## config.mk

```make
export PLATFORM = sky130hd
export DESIGN_NAME = wsl_front
export DESIGN_NICKNAME = d
export VERILOG_FILES = /design/src/hdl/wsl_pkg.sv /design/src/hdl/wsl_front.sv
export SDC_FILE = /design/constraint.sdc
export NUM_CORES = 1
export LEC_CHECK = 0
export BUFFER_PORTS_ARGS = -buffer_cell sky130_fd_sc_hd__buf_2
export CAP_MARGIN = 20
export CELL_PAD_IN_SITES_DETAIL_PLACEMENT = 2
export CELL_PAD_IN_SITES_GLOBAL_PLACEMENT = 2
export CORE_UTILIZATION = 31
export DETAILED_ROUTE_END_ITERATION = 12
export GPL_TIMING_DRIVEN = 0
export PLACE_DENSITY = 0.84
export SETUP_SLACK_MARGIN = 0.05
export SLEW_MARGIN = 20
export SYNTH_ARGS = -nofsm -noshare
export SYNTH_HDL_FRONTEND = slang
export SYNTH_SLANG_ARGS = --single-unit
export TNS_END_PERCENT = 30
```

## constraint.sdc

```tcl
create_clock -name i_clk -period 1.45 [get_ports i_clk]
set_clock_uncertainty 0.1 [all_clocks]
set_input_delay 0.145 -clock i_clk [delete_from_list [all_inputs] [get_ports i_clk]]
set_output_delay 0.145 -clock i_clk [all_outputs]
set_load 0.01 [all_outputs]
```

## src/hdl/wsl_pkg.sv

```systemverilog
// Shared constants, types and helpers for the word split / sort block.
// No dependencies.
`timescale 1ns / 1ps

package wsl_pkg;

    localparam int MAX_WORDS    = 16;
    localparam int MAX_WORD_LEN = 64;
    localparam int CHAR_W       = 8;

    localparam int W_W       = $clog2(MAX_WORDS);
    localparam int CNT_W     = $clog2(MAX_WORDS + 1);
    localparam int LEN_W     = $clog2(MAX_WORD_LEN + 1);
    localparam int RAM_DEPTH = MAX_WORDS * MAX_WORD_LEN;
    localparam int ADDR_W    = $clog2(RAM_DEPTH);

    localparam logic [CHAR_W-1:0] SPACE_CHAR = 8'd32;

    localparam logic [1:0] OP_PUSH = 2'd0;
    localparam logic [1:0] OP_EOL  = 2'd1;
    localparam logic [1:0] OP_READ = 2'd2;

    typedef struct packed {
        logic [1:0]        op;
        logic [CHAR_W-1:0] ch;
    } t_cmd;

    typedef struct packed {
        logic              ovf;
        logic              nleft;
        logic              lend;
        logic              wend;
        logic              empty;
        logic [CHAR_W-1:0] ch;
    } t_result;

    // character store address of character k of word w
    function automatic logic [ADDR_W-1:0] f_addr(input logic [W_W-1:0] w,
                                                 input logic [LEN_W-1:0] k);
        logic [ADDR_W-1:0] base;
        base = ADDR_W'(w) * ADDR_W'(MAX_WORD_LEN);
        return base + ADDR_W'(k);
    endfunction

endpackage

```

## src/hdl/wsl_front.sv

```systemverilog
// Input side: accepts transfers, drops unused op codes, queues commands.
// Depends on wsl_pkg.
`timescale 1ns / 1ps

module wsl_front
    import wsl_pkg::*;
(
    input  logic              i_clk,
    input  logic              i_rst_n,
    input  logic              i_s_tvalid,
    output logic              o_s_tready,
    input  logic [1:0]        i_op,
    input  logic [CHAR_W-1:0] i_ch,
    output logic              o_cmd_valid,
    input  logic              i_cmd_ready,
    output t_cmd              o_cmd
);

    t_cmd       r_q [2];
    logic       r_wp, r_rp;
    logic [1:0] r_cnt;
    logic       w_push, w_pop;

    assign o_s_tready  = (r_cnt != 2'd2);
    assign w_push      = i_s_tvalid && o_s_tready &&
                         (i_op == OP_PUSH || i_op == OP_EOL || i_op == OP_READ);
    assign o_cmd_valid = (r_cnt != 2'd0);
    assign w_pop       = o_cmd_valid && i_cmd_ready;
    assign o_cmd       = r_q[r_rp];

    always_ff @(posedge i_clk) begin
        if (!i_rst_n) begin
            r_wp  <= 1'b0;
            r_rp  <= 1'b0;
            r_cnt <= 2'd0;
        end else begin
            if (w_push) begin
                r_wp <= ~r_wp;
            end
            if (w_pop) begin
                r_rp <= ~r_rp;
            end
            r_cnt <= r_cnt + {1'b0, w_push} - {1'b0, w_pop};
        end
    end

    always_ff @(posedge i_clk) begin
        if (w_push) begin
            r_q[r_wp] <= '{op: i_op, ch: i_ch};
        end
    end

endmodule

```

==> results.yml <==
final_layout:
  diodes: 0
  fillCellCount: 313
  drive_above_1_share_pct: 50.0
  area_growth_pct: 45.6
  final_nets: 118
  design_area_um2: 1440
detailed_routing:
  first_pass_iters: 3
  ant_nets: 0
  drt_wl_total_um: 2300
  drc_errors: 0
  drt_iter0_drc: 11
  vias_per_cell: 4.48
  vias: 654
  post_drt_wl_per_cell_um: 15.8
global_route:
  grt_pass1_wl_um: 3350
  antenna_found_initial: 0
  grt-ovfl-total: 0
  grt_max_degree: 14
  grt.total_usage_pct: 13.3
  grt_pass1_vias: 714
place:
  place_congestion: 0.676
  dp_hpwl_um: 1420
  port_buffers: 25
  place_ws_ns: -0.130
  placed_area_um2: 1180
power_and_ir_drop:
  sw_frac_of_total_pct: 28.0
  leakage_uw: 0.000558
  ir_drop_mv: 0.460
  total_power_uw: 1890
  pwr-share-clk_pct: 16.7
  switching_power_uw: 530
  p_per_area_nw_per_um2: 1310
  seq_power_share_pct: 49.6
  internal_power_uw: 1360
  combinationalPowerShare_pct: 33.6
setup_path:
  end_kind: "primary output"
  crit_fanout: 5
  cp_data_required_time_ns: 1.21
  r2r_setup_slack_ns: 0.05
  crit_path_top_delay_cell: "dfxtp_2"
  reg2reg_depth: 3
  critPathArrivalTime_ns: 1.27
  slowest_delay_ns: 0.37
  crit_top_cell: "buf_6"
  critical-path-top-delay-family: "flip-flops"
  r2r_start: "r_cnt[0]$_SDFF_PN0_"
  crit_buf_inv: 2
  worst-setup-path-type: "flip-flop to primary output"
  cp-start-kind: "flip-flop"
  crit_chain: "buf_6 > mux2_4 > buf_6"
  critical_path_cell_count: 3
cts:
  clock_sinks: 25
  numCtsBuffers: 3
  h-tree-depth: 1
  cts-root-buf: "clkbuf_4"
  post-cts-setup-buffers: 0
  cts.clk_slew.worst_paths_ns: 0.13
  cts_tree: "yes"
  clock_path_buffers: 2
  clock_latency_ns: 0.32
sta:
  rsz0062_at_grt: "true"
  setup_ws_ns: -0.0684
  setup_viol: 10
  setup_tns_ns: -0.526
  max_freq_ghz: 0.659
  timing.hold.ws_ns: -0.00614
  tightest_slew_ns: 0.326
  period_minus_slack_ns: 1.52
  slew_viol_final: 0
  timing.final.crit_share_pct: 105
  hold_viol: 4
  slew_headroom_pct: 78.2
synthesis:
  avgSynthCellArea_um2: 16.0
  synth.area.top_cells: "edfxtp_1, dfxtp_1, mux2_1, mux2_2, and2_1"
  synth_top_area_cell: "edfxtp_1"
  netlist_area_um2: 990
  ys.flop_type: "edfxtp_1"
  synth_cell_types: 21
  synth_most_common_cell: "edfxtp_1"
  syn_inst: 62
  synth_commonest_cells: "edfxtp_1, mux2_1, dfxtp_1"
  yosys_warnings: 0
  async_flop_share_pct: 0
  synth-seq-cells: 25
  synthDominantCellAreaShare_pct: 60.7
  yosysSeqAreaShare_pct: 70.8
  synth-edff-count: 20
  synth.net_count: 77
floorplan:
  rows: 20
  initial_core_util_pct: 32.4
  core_area_um2: 3050
  die_w_um: 58.5
  ios: 26
  die_h_um: 58.5
  dieArea_um2: 3420
worst_hold_path:
  hold_path_depth: 2
  hp-start: "i_rst_n"
  hold_path_class: "input pin to flip-flop"
run_status:
  status: "finished, violations left"
  failed_checks: "hold timing, setup timing"
flow_run:
  drv_cap: 0
[cell families (layout without fill, tap and decap cells)]
group / count (synthesis) / after routing / share of synthesized area (%)
buf+inv: 1 / 41 / 0.505
fa+ha+maj: 1 / 1 / 1.26
compound gates: 5 / 5 / 3.41
flops: 25 / 25 / 70.8
mux: 11 / 11 / 12.4
xor+xnor: 2 / 2 / 1.77
simple gates: 17 / 17 / 9.86
[worst register-to-register path, cell delays in order, from the launching register on]
cell      delay, ns
dfxtp_4        0.40
nand2b_1       0.18
nand2_2        0.11
nor2_4         0.29
[sequential cells by signal, indices dropped and copies added, names as in the netlist, named ones only]
signal and cells:
r_wp 1, r_cnt 2, r_q 20, r_rp 1
[worst paths after layout]
| kind | to |
|---|---|
| setup / recovery | o_cmd[1] |
| hold reg to reg | flip-flop |
| setup reg to reg | r_q[0][2]$_DFFE_PP_ |
| hold / removal | r_cnt[0]$_SDFF_PN0_ |
[metal layers]
metal | GRT usage, % | part of all wire, %
met5 | 0 | 0
met3 | 3.74 | 4.7
met2 | 25.0 | 51
met1 | 15.2 | 43
met4 | 2.04 | 1.4
[timing repair]
item,in CTS,in global routing
pin swaps,2,0
cloned,1,0
hold buffers,10,0
resized for setup,24,10
setup endpoints to repair,32,32
endpoints found under the hold margin,20,0
[power by group through the flow]
stage	Clock, µW	Combinational (µW)	Sequential, µW
floorplan	0	283	917
global placement	0	413	923
detailed placement	0	436	934
CTS	319	565	936
global route	354	692	949
finish	316	637	939
[cell usage in the layout (no fill, tap or decap)]
| cell | n |
|---|---|
| a211oi_2 | 1 |
| a21boi_2 | 1 |
| a21oi_1 | 2 |
| and2_1 | 4 |
| and2b_4 | 1 |
| and3_2 | 1 |
| buf_2 | 15 |
| buf_6 | 12 |
| clkbuf_1 | 1 |
| clkbuf_4 | 3 |
| dfxtp_1 | 2 |
| dfxtp_2 | 1 |
| dfxtp_4 | 2 |
| dlygate4sd3_1 | 10 |
| edfxtp_1 | 20 |
| ha_2 | 1 |
| mux2_4 | 10 |
| mux2i_1 | 1 |
| nand2_1 | 3 |
| nand2_2 | 1 |
| nand2b_1 | 2 |
| nand3_1 | 1 |
| nor2_1 | 1 |
| nor2_4 | 1 |
| nor3_2 | 1 |
| o21ai_0 | 1 |
| or2_1 | 1 |
| xnor2_1 | 2 |
[final cells by class]
type | instances | area, µm² | area share (%)
Clock buffer | 4 | 26.3 | 1.82
Multi-Input combinational cell | 36 | 340 | 23.6
Timing Repair Buffer | 36 | 299 | 20.7
Tap cell | 44 | 55.1 | 3.82
Sequential cell | 25 | 709 | 49.2
Buffer | 1 | 11.3 | 0.781
[per-stage QoR]
step / hold WS, ns / util, % / std cells
4_1_cts: 0.00332 / 45.6 / 146
2_1_floorplan: 0.144 / - / 62
6_report: -0.00614 / 47.2 / 146
3_3_place_gp: 0.233 / 38.6 / 131
3_5_place_dp: 0.241 / 38.6 / 131
5_1_grt: 0.00494 / 47.2 / 146
Power figures use the tool's default switching activity.
